**src/design/dbl_pkg.sv**
```systemverilog
`timescale 1ns / 1ps

package dbl_pkg;

    // Field and register widths.
    localparam int SAMPLE_W  = 32;
    localparam int PLANE_W   = 32;
    localparam int SCALE_W   = 16;
    localparam int DEPTH_W   = 16;
    localparam int CFG_IDX_W = 2;
    localparam int CFG_DAT_W = 32;

    // Arithmetic widths.
    localparam int Z24_W  = 25;               // Q0.24 depth, 1.0 included
    localparam int NF_W   = 2 * PLANE_W;      // near * far
    localparam int PROD_W = PLANE_W + Z24_W;  // one term of the denominator
    localparam int DEN_W  = PROD_W + 1;       // sum of both terms
    localparam int NUM1_W = NF_W + SCALE_W;   // near * far * scale
    localparam int NUM_SH = 8;
    localparam int REM_W  = NUM1_W + NUM_SH;  // numerator, Q48.40 scaled
    localparam int QUO_W  = 17;               // quotient bits 16 down to 0
    localparam int DSH_W  = DEN_W + QUO_W - 1;
    localparam int LIM_W  = DEPTH_W;
    localparam int LIMX_W = SCALE_W + 3;      // five times the scale

    localparam int CELL_COUNT = QUO_W;

    localparam logic [Z24_W-1:0]  Z_ONE      = Z24_W'(1) << 24;
    localparam logic [2:0]        LIMIT_MULT = 3'd5;

    // Register indexes.
    localparam logic [CFG_IDX_W-1:0] REG_NEAR  = 2'd0;
    localparam logic [CFG_IDX_W-1:0] REG_FAR   = 2'd1;
    localparam logic [CFG_IDX_W-1:0] REG_SCALE = 2'd2;

    // Register reset values.
    localparam logic [PLANE_W-1:0] NEAR_RST  = 32'd6554;
    localparam logic [PLANE_W-1:0] FAR_RST   = 32'd655360;
    localparam logic [SCALE_W-1:0] SCALE_RST = 16'd1000;

    // State that travels down the divider chain with each sample.
    typedef struct packed {
        logic [REM_W-1:0] rem;
        logic [DSH_W-1:0] dsh;
        logic [QUO_W-1:0] qbit;
        logic [QUO_W-1:0] quo;
        logic [LIM_W-1:0] lim;
        logic             zero;
    } dbl_stage_t;

endpackage

```
**src/design/dbl_cell.sv**
```systemverilog
`timescale 1ns / 1ps

module dbl_cell
    import dbl_pkg::*;
(
    input  logic       clk,
    input  logic       rst_n,
    input  logic       up_valid,
    output logic       up_ready,
    input  dbl_stage_t up_data,
    output logic       dn_valid,
    input  logic       dn_ready,
    output dbl_stage_t dn_data
);

    logic       valid_reg;
    dbl_stage_t data_reg;
    dbl_stage_t data_next;
    logic [QUO_W-1:0] trial;
    logic take;

    assign up_ready = !valid_reg || dn_ready;

    // Try the current quotient bit: keep it if it stays within the limit
    // and the shifted divisor still fits in the remainder.
    assign trial = up_data.quo | up_data.qbit;
    assign take  = (REM_W'(up_data.dsh) <= up_data.rem) && (trial <= QUO_W'(up_data.lim));

    always_comb
    begin
        data_next      = up_data;
        data_next.dsh  = up_data.dsh >> 1;
        data_next.qbit = up_data.qbit >> 1;
        if (take)
        begin
            data_next.rem = up_data.rem - REM_W'(up_data.dsh);
            data_next.quo = trial;
        end
    end

    always_ff @(posedge clk or negedge rst_n)
    begin
        if (!rst_n)
            valid_reg <= 1'b0;
        else if (up_ready)
            valid_reg <= up_valid;
    end

    always_ff @(posedge clk)
    begin
        if (up_ready && up_valid)
            data_reg <= data_next;
    end

    assign dn_valid = valid_reg;
    assign dn_data  = data_reg;

endmodule

```
**config.mk**
```make
export PLATFORM = sky130hd
export DESIGN_NAME = dbl_cell
export DESIGN_NICKNAME = d
export VERILOG_FILES = /design/src/design/dbl_pkg.sv /design/src/design/dbl_cell.sv
export SDC_FILE = /design/constraint.sdc
export NUM_CORES = 1
export LEC_CHECK = 0
export BUFFER_PORTS_ARGS = -buffer_cell sky130_fd_sc_hd__buf_2
export CAP_MARGIN = 20
export CORE_MARGIN = 5
export CORE_UTILIZATION = 30
export DETAILED_ROUTE_END_ITERATION = 8
export PLACE_DENSITY_LB_ADDON = 0.05
export SYNTH_ARGS = -nofsm -noshare
export SYNTH_HDL_FRONTEND = slang
export SYNTH_SLANG_ARGS = --single-unit
```
**constraint.sdc**
```tcl
create_clock -name clk -period 9 [get_ports clk]
set_input_delay 1.8 -clock clk [delete_from_list [all_inputs] [get_ports clk]]
set_output_delay 1.8 -clock clk [all_outputs]
set_load 0.05 [all_outputs]
```
== Yosys cells after proc, flatten, opt, wreduce, memory -nomap -nowiden ==
Index checks and enable logic that the tools add are counted.

* Memories kept: 0
* Bits in writable memories: 0
* Output and inout port bits: 215
* Latch bits: 0
* Flip-flop bits (word level): 212
* ROM bits: 0

* Muxes and demuxes: 2
* Div/mod/pow operators: 0
* $add $sub $neg: 1
* Magnitude comparators: 2
* Bitwise operators: 1
* Reductions and logical operators: 4
* Eq/ne operators: 0
* Shifts and indexed selects: 0
* Multiply operators: 0

{| class="wikitable"
|+ Operator list
! cell !! number
|-
| 74-bit by 88-bit <= comparator with 1-bit output || 1
|-
| 88-bit 2-to-1 mux || 1
|-
| 88-bit by 74-bit subtractor with 88-bit output || 1
|-
| 17-bit by 16-bit <= comparator with 1-bit output || 1
|-
| 17-bit 2-to-1 mux || 1
|-
| 17-bit bitwise OR || 1
|-
| 1-bit logical AND || 2
|-
| 1-bit logical NOT || 1
|-
| 1-bit logical OR || 1
|}

== Depth between registers and ports, before layout ==
Gate-level depths: netlist of the first run.

* Depth after elaboration: 4
* Depth in mapped cells: 15
* Gate-level depth less buffers: 14

== Worst setup path before layout of the first run ==
OpenSTA, ideal clock, no wires.

* Kind: input to register
* Start point: in dn_ready
* End point: reg data_reg, in the netlist dn_data[0], enable pin
* Arrival: 7.133 ns
* Cell stages on the path: 2
* Setup time: 0.597 ns
* Path slack: 1.270 ns
* Buffers on the path: 0
* Required time: 8.403 ns
* Cell sequence: nand2b_1 > and2_1

* Longest elaborated chain between the ends: 2

{| class="wikitable"
|+ RTL lines
! what !! RTL line !! source
|-
| from (decl) || dbl_cell.sv:12 || <nowiki>input logic dn_ready,</nowiki>
|-
| 1-bit logical OR || dbl_cell.sv:22 || <nowiki>assign up_ready = !valid_reg || dn_ready;</nowiki>
|-
| 1-bit logical AND || dbl_cell.sv:51 || <nowiki>if (up_ready && up_valid)</nowiki>
|-
| to (signal assigned) || dbl_cell.sv:52 || <nowiki>data_reg <= data_next;</nowiki>
|-
| to (decl) || dbl_cell.sv:17 || <nowiki>dbl_stage_t data_reg;</nowiki>
|}

Every way passes these cells.
A chain may end at the register's enable or synchronous reset.

==> results by group, run 1 <==
Status
  • Run status: completed

Route
  • Vias per Instance: 4.86
  • Residual DRC count: 0
  • Initial DRT Pass Iterations: 5
  • Iteration-0 DRC Markers: 726
  • Post-Route WL: 46300 um
  • Drt wl/cell: 20.2 um
  • Final ANT Viol Nets: 0
  • Via count: 11100

Power and ir drop
  • Combinational Power Share: 27.1%
  • P_int: 1.99 mW
  • Sw frac: 33.5%
  • Clock power share: 33.4%
  • Cell Pwr Density: 181 mW/mm^2
  • Leakage: 7.28 nW
  • Sequential fraction of design power: 39.5%
  • Worst VDD drop: 0.131 mV
  • Sw power: 1.00 mW

Critical path
  • CP Cell Sequence: buf_2 -> inv_1 -> ha_1 -> nand4_1 -> or3_1 -> nor2_1 -> nand3_1 -> o21bai_4 -> a311oi_2 -> o221a_2 -> buf_4 -> o2111ai_1 -> a21oi_1 -> xor2_1
  • Worst Path Arrival: 5.69 ns
  • CP bufs+invs: 3
  • Crit-path leading delay family: compound AO/OA/AOI/OAI gates
  • Crit-path max FO: 27
  • Worst Setup Start Kind: primary input
  • Setup crit end kind: flop
  • CP max stage delay: 0.65 ns
  • Kind of critical path: in2reg
  • Worst EP required: 9.29 ns
  • Crit-path slowest cell: o221a_2

Timing
  • Final worst clock skew: 0.00647 ns
  • Highest Clock Rate: 185 MHz
  • Rel. slew slack: 32.6%
  • Sum of negative setup slack: 0 ns
  • Setup violators final: 0
  • Final Cycle Share: 60.0%
  • Worst Max-Slew Pin Slew: 1.01 ns
  • RSZ-0062 raised after global routing: no
  • Fin. max-slew vios: 0
  • Min Tclk post-route: 5.40 ns
  • Final Hold Violating Endpoints: 0

CTS
  • Hold buffer count at CTS: 0
  • H-tree depth: 1
  • Root buffer cell: clkbuf_16
  • Number of setup buffers added after CTS: 0
  • Num CTS Buffers: 27
  • Maximum clock path buffer count: 3
  • Clock-pin slew on the worst setup and hold paths: 0.05 ns
  • Post-CTS resize count: 0
  • CTS tree: built
  • Skew-Pair Late Insertion Delay: 0.55 ns
  • TritonCTS Sinks: 212

Floorplan
  • Initial Util: 30.2%
  • IO Count: 432
  • Core ar.: 0.0429 mm^2
  • Num rows: 76
  • Floorplan die width: 218 um
  • Die area: 0.0475 mm^2
  • Die height: 218 um

Global route
  • Gr ovfl total: 0
  • Largest net degree at the start of global routing: 80
  • Vias in the first global route: 11300
  • Initial antenna violation count: 9
  • Total global-route track usage: 18.5%
  • Global-route wire length before repair: 68400 um

Logic synthesis
  • Synth area leader: edfxtp_1
  • Yosys cell types: 73
  • Syn Inst Count: 1263
  • Largest cells by area after synthesis: edfxtp_1 49%, ha_1 8.7%, a21oi_1 4.4%, nand2_1 4.1%, o21ai_0 3.7%
  • Synth Flop Type: edfxtp_1
  • Post-Syn Area: 0.0130 mm^2
  • Yosys top cell area share: 48.9%
  • Post-synth EDFFs: 211
  • Post-synth top cells: 211 x edfxtp_1, 143 x nand2_1, 114 x a21oi_1
  • Post-synth ARST share: 0.472%
  • Avg Synthesized Cell Area: 10.3 um^2
  • Synthesis warning total: 0
  • Number of synthesized register bits: 212
  • Sequential fraction of the synthesis area: 49.1%
  • Most frequent cell after synthesis: edfxtp_1

Final layout
  • Fillers: 4394
  • P&R area growth vs syn: 27.4%
  • Final Util: 38.5%
  • Nets: 1991
  • Share of post-route cells with drive strength above 1: 29.5%
  • Area of the multi-input gates: 0.00601 mm^2
  • Storage cell area: 0.00636 mm^2

Min path
  • Hold WC Path Type: reg2reg

Place
  • DP HPWL: 37500 um
  • GP Congestion: 0.828
  • Port bufs: 429

Flow run
  • Maxcap violations: 0
layout by cell type (no fill, tap or decap), drive strengths merged, types with 4 or more instances in the layout:
master,instances
and3,5
nand2,143
nor2,66
o221ai,5
edfxtp,211
nor4,9
nand3,16
a31oi,12
mux2,24
o21ai,102
xnor2,51
nand3b,4
xor2,35
clkinv,7
or2,17
o21bai,16
and4,8
ha,90
nand2b,8
a21o,46
a21boi,4
o21a,11
nor3,13
clkbuf,37
a211oi,4
buf,434
inv,113
a21oi,114
or3,5
nand4b,5
nand4,30
nor2b,6
state kept, by name, indices dropped and copies added (netlist names):
name,count
dn_data,211
dn_valid,1
metrics by stage:
stage	hold slack, ns	instances	setup slack [ns]	power (mW)	instance area [um^2]
2_1_floorplan	1.18	1264	1.27	1.77	13000
3_3_place_gp	0.510	2239	3.00	2.02	15700
3_5_place_dp	0.522	2239	2.90	2.01	15700
4_1_cts	0.537	2286	3.48	3.04	16500
5_1_grt	0.579	2288	3.23	3.14	16500
6_report	0.533	2289	3.60	2.99	16500
routing by layer:
layer | global-route usage, % | up-vias | wire length [um]
met1 | 24.0 | 5265 | 20300
met3 | 4.05 | 60 | 2950
li1 | - | 5462 | -
met4 | 4.23 | 10 | 968
met5 | 0 | - | 57
met2 | 31.6 | 335 | 22000
worst min-delay path, cell delays in order (launching register included):
cell and delay (ns):
dfrtp_1 0.33, nand2b_1 0.09, nand2b_1 0.08
power by group through the flow:
stage          logic, mW  clock network [mW]  registers [mW]
2_1_floorplan      0.356                   0            1.42
3_3_place_gp       0.817                   0            1.20
3_5_place_dp       0.815                   0            1.20
4_1_cts            0.819                1.04            1.18
5_1_grt            0.879                1.08            1.18
6_report           0.809               0.998            1.18
kinds of logic after synthesis:
group,count (synthesis),share of synthesized area (%)
muxes,24,2.08
other,1,0.0289
and+or+nand+nor,343,12.8
buffers and inverters,156,4.70
xor gates and xnor gates,86,5.81
AOI/OAI and AO/OA,350,16.7
adders and majority gates,91,8.84
DFF,212,49.1
final timing paths:
| kind | slack, ns | cells after the start | from | endpoint |
|---|---|---|---|---|
| max | 3.60 | 14 | up_data[93] | dn_data[205]$_DFFE_PP_ |
| min | 0.53 | 2 | dn_valid$_DFFE_PN0N_ | dn_valid$_DFFE_PN0N_ |
| max reg2reg | 6.87 | 3 | dn_valid$_DFFE_PN0N_ | dn_data[99]$_DFFE_PP_ |
| min reg2reg | 0.53 | 2 | dn_valid$_DFFE_PN0N_ | dn_valid$_DFFE_PN0N_ |
| max in group asynchronous | 7.89 | 1 | rst_n | dn_valid$_DFFE_PN0N_ |
| min in group asynchronous | 1.02 | 1 | rst_n | dn_valid$_DFFE_PN0N_ |
area by class of cell:
class | count | share of cell area [%]
Sequential cell | 212 | 38.5
Multi-Input combinational cell | 896 | 36.4
Timing Repair Buffer | 434 | 13.2
Tap cell | 585 | 4.43
Clock buffer | 37 | 4.32
Inverter | 112 | 2.55
Clock inverter | 10 | 0.500
Antenna cell | 3 | 0.0455
No activity file was read; power rests on OpenSTA's default activity.
==> inputs of run 2 (changes only) <==
Clock period 9 ns to 4.7 ns, I/O delays scaled along.
==> run 2 against run 1 <==
Against the previous run: hold slack lost 0.35 ns; sequential power increased by 92%; utilization rose by 0.18 points; die area did not move; critical path type unchanged; largest cell class unchanged.
==> results by group, run 2 (synthesis gave the netlist of run 1 again) <==
Place
  • Port bufs: 429 (unchanged)
  • Placed cell count: 2256 (+0.76%)
  • GP Congestion: 0.819 (-1.1%)
  • DP Area: 0.0159 mm^2 (+1.1%)
  • DP HPWL: 37700 um (+0.31%)

Power and ir drop
  • Worst VDD drop: 0.258 mV (+97%)
  • Sw power: 1.88 mW (+88%)
  • P_int: 3.73 mW (+88%)
  • Sw frac: 33.5% (+0.053 points)
  • Sequential fraction of design power: 40.2% (+0.7 points)
  • Clock power share: 31.8% (-1.6 points)
  • Leakage: 7.35 nW (+0.90%)
  • Combinational Power Share: 27.9% (+0.8 points)
  • Cell Pwr Density: 338 mW/mm^2 (+87%)

Timing
  • Min Tclk post-route: 3.97 ns
  • Setup violators final: 0 (unchanged)
  • Rel. slew slack: 35.9% (+3.3 points)
  • Hold slack final: 0.178 ns (-0.355 ns)
  • Final Hold Violating Endpoints: 0 (unchanged)
  • Sum of negative setup slack: 0 ns (unchanged)
  • Final worst clock skew: 0.0135 ns (+0.00701 ns)
  • Worst Max-Slew Pin Slew: 0.961 ns (-0.0495 ns)
  • Final Cycle Share: 84.4%
  • Fin. max-slew vios: 0 (unchanged)
  • RSZ-0062 raised after global routing: no
  • Highest Clock Rate: 252 MHz

Global route
  • Global-route wire length before repair: 69500 um (+1.7%)
  • Largest net degree at the start of global routing: 143 (+79%)
  • Gr ovfl total: 0 (unchanged)
  • Initial antenna violation count: 8 (-1)
  • Total global-route track usage: 18.7% (+0.24 points)
  • Vias in the first global route: 11500 (+1.4%)

CTS
  • H-tree depth: 1 (unchanged)
  • Root buffer cell: clkbuf_16
  • Num CTS Buffers: 25 (-7.4%)
  • CTS tree: built
  • TritonCTS Sinks: 212 (unchanged)
  • Clock-pin slew on the worst setup and hold paths: 0.06 ns (about the same)
  • Hold buffer count at CTS: 0 (unchanged)
  • Post-CTS resize count: 0 (unchanged)
  • Maximum clock path buffer count: 3 (unchanged)
  • Skew-Pair Late Insertion Delay: 0.54 ns (about the same)
  • Number of setup buffers added after CTS: 0 (unchanged)

Floorplan
  • Die height: 218 um (unchanged)
  • Num rows: 76 (unchanged)
  • IO Count: 432 (unchanged)
  • Floorplan die width: 218 um (unchanged)
  • Die area: 0.0475 mm^2 (unchanged)
  • Core ar.: 0.0429 mm^2 (unchanged)
  • Initial Util: 30.2% (unchanged)

Critical path
  • Cells on worst reg2reg path: 3 (unchanged)
  • Reg2Reg Launch Point: dn_valid$_DFFE_PN0N_
  • Worst Path Arrival: 4.24 ns (-1.45 ns)
  • Kind of critical path: in2reg
  • Worst Setup Start Kind: primary input
  • Worst r2r dst: dn_data[104]$_DFFE_PP_
  • Register-to-register setup slack: 2.87 ns (-4.00 ns)
  • Setup crit end kind: flop
  • Worst EP required: 4.97 ns (-4.32 ns)
  • Crit-path max FO: 8 (-70%)

Route
  • Residual DRC count: 0 (unchanged)
  • Initial DRT Pass Iterations: 5 (unchanged)
  • Final ANT Viol Nets: 0 (unchanged)
  • Met3 WL post-DR: 3210 um (+8.8%)
  • Max Used Layer: met5
  • Post-Route WL: 46600 um (+0.74%)
  • Iteration-0 DRC Markers: 780 (+7.4%)
  • Via count: 11100 (-0.099%)
  • Drt wl/cell: 20.3 um (+0.43%)
  • Wl on met1: 20100 um (-1.2%)
  • Vias per Instance: 4.84 (-0.40%)
  • Routed wl met2: 22400 um (+1.8%)

Status
  • Run status: completed

Final layout
  • Share of post-route cells with drive strength above 1: 30.1% (+0.59 points)
  • Max reg flops: 211 (unchanged)
  • Nets: 2006 (+0.75%)
  • Ant diodes: 0 (-3)
  • Most frequent cells in the layout: 429 x buf_2, 211 x edfxtp_1, 143 x nand2_1
  • Final Util: 38.7% (+0.18 points)
  • P&R area growth vs syn: 28.0%
  • Fillers: 4457 (+1.4%)
  • Finished Cell Area: 0.0166 mm^2 (+0.46%)
  • Fin cells: 2296 (+0.31%)
  • Most common cell after layout, fill and taps aside: buf_2

Min path
  • Hold WC Path Type: in2async

Flow run
  • Maxcap violations: 0 (unchanged)
## run 2: cell types whose count changed in the layout (fill, tap and decap cells not counted)
cell        delta
clkinv_2       +1
buf_12         +3
clkinvlp_4     -1
inv_6          -1
diode_2        -3
clkbuf_16      -2
clkbuf_1       -3
buf_4         +14
clkinv_4       -1
## run 2: critical path: stages
cell	delay (ns)
buf_2	0.09
inv_1	0.04
ha_1	0.43
and4_1	0.26
nand3_1	0.11
nor4_1	0.33
buf_4	0.19
a21boi_1	0.36
o21bai_4	0.11
a311oi_2	0.25
buf_4	0.17
o221ai_4	0.13
buf_4	0.22
a41oi_1	0.16
buf_4	0.17
nand4b_1	0.12
xnor2_1	0.15
## run 2: power by group through the flow
| stage | sequential (mW) | combinational, mW | clock [mW] |
|---|---|---|---|
| after floorplan | 2.70 | 0.682 | 0 |
| after global placement | 2.30 | 1.58 | 0 |
| after detailed placement | 2.30 | 1.58 | 0 |
| after CTS | 2.26 | 1.59 | 1.87 |
| after global routing | 2.27 | 1.70 | 1.94 |
| final | 2.26 | 1.57 | 1.79 |
## run 2: area by class of cell
cell class                 instances  area [um^2]  area share [%]
timing repair buffer             451         2350            14.2
clock buffer                      32          652            3.93
sequential                       212         6360            38.3
inverter                         112          420            2.53
multi-input combinational        896         6010            36.2
tap                              585          732            4.41
clock inverter                     8         62.6           0.377
## run 2: through the flow
stage	setup WS (ns)	total power, mW
floorplan	0.154	3.38
global placement	0.123	3.88
detailed placement	0.125	3.88
CTS	0.696	5.72
global route	0.412	5.91
finish	0.732	5.61
## run 2: metal layers
metal | global-route usage (%) | vias to the layer above
li1 | - | 5461
met1 | 24.3 | 5263
met2 | 31.9 | 332
met3 | 4.22 | 55
met4 | 4.23 | 10
met5 | 0 | -
## run 2: worst max-delay path by stage
stage / end / cells after the start / slack [ns] / from
after floorplan: dn_data[0]$_DFFE_PP_ / 2 / 0.15 / dn_ready
after global placement: dn_data[182]$_DFFE_PP_ / 12 / 0.12 / up_data[55]
after detailed placement: dn_data[209]$_DFFE_PP_ / 15 / 0.13 / up_data[66]
after CTS: dn_data[208]$_DFFE_PP_ / 17 / 0.70 / up_data[66]
after global routing: dn_data[202]$_DFFE_PP_ / 16 / 0.41 / up_data[67]
final: dn_data[208]$_DFFE_PP_ / 17 / 0.73 / up_data[66]
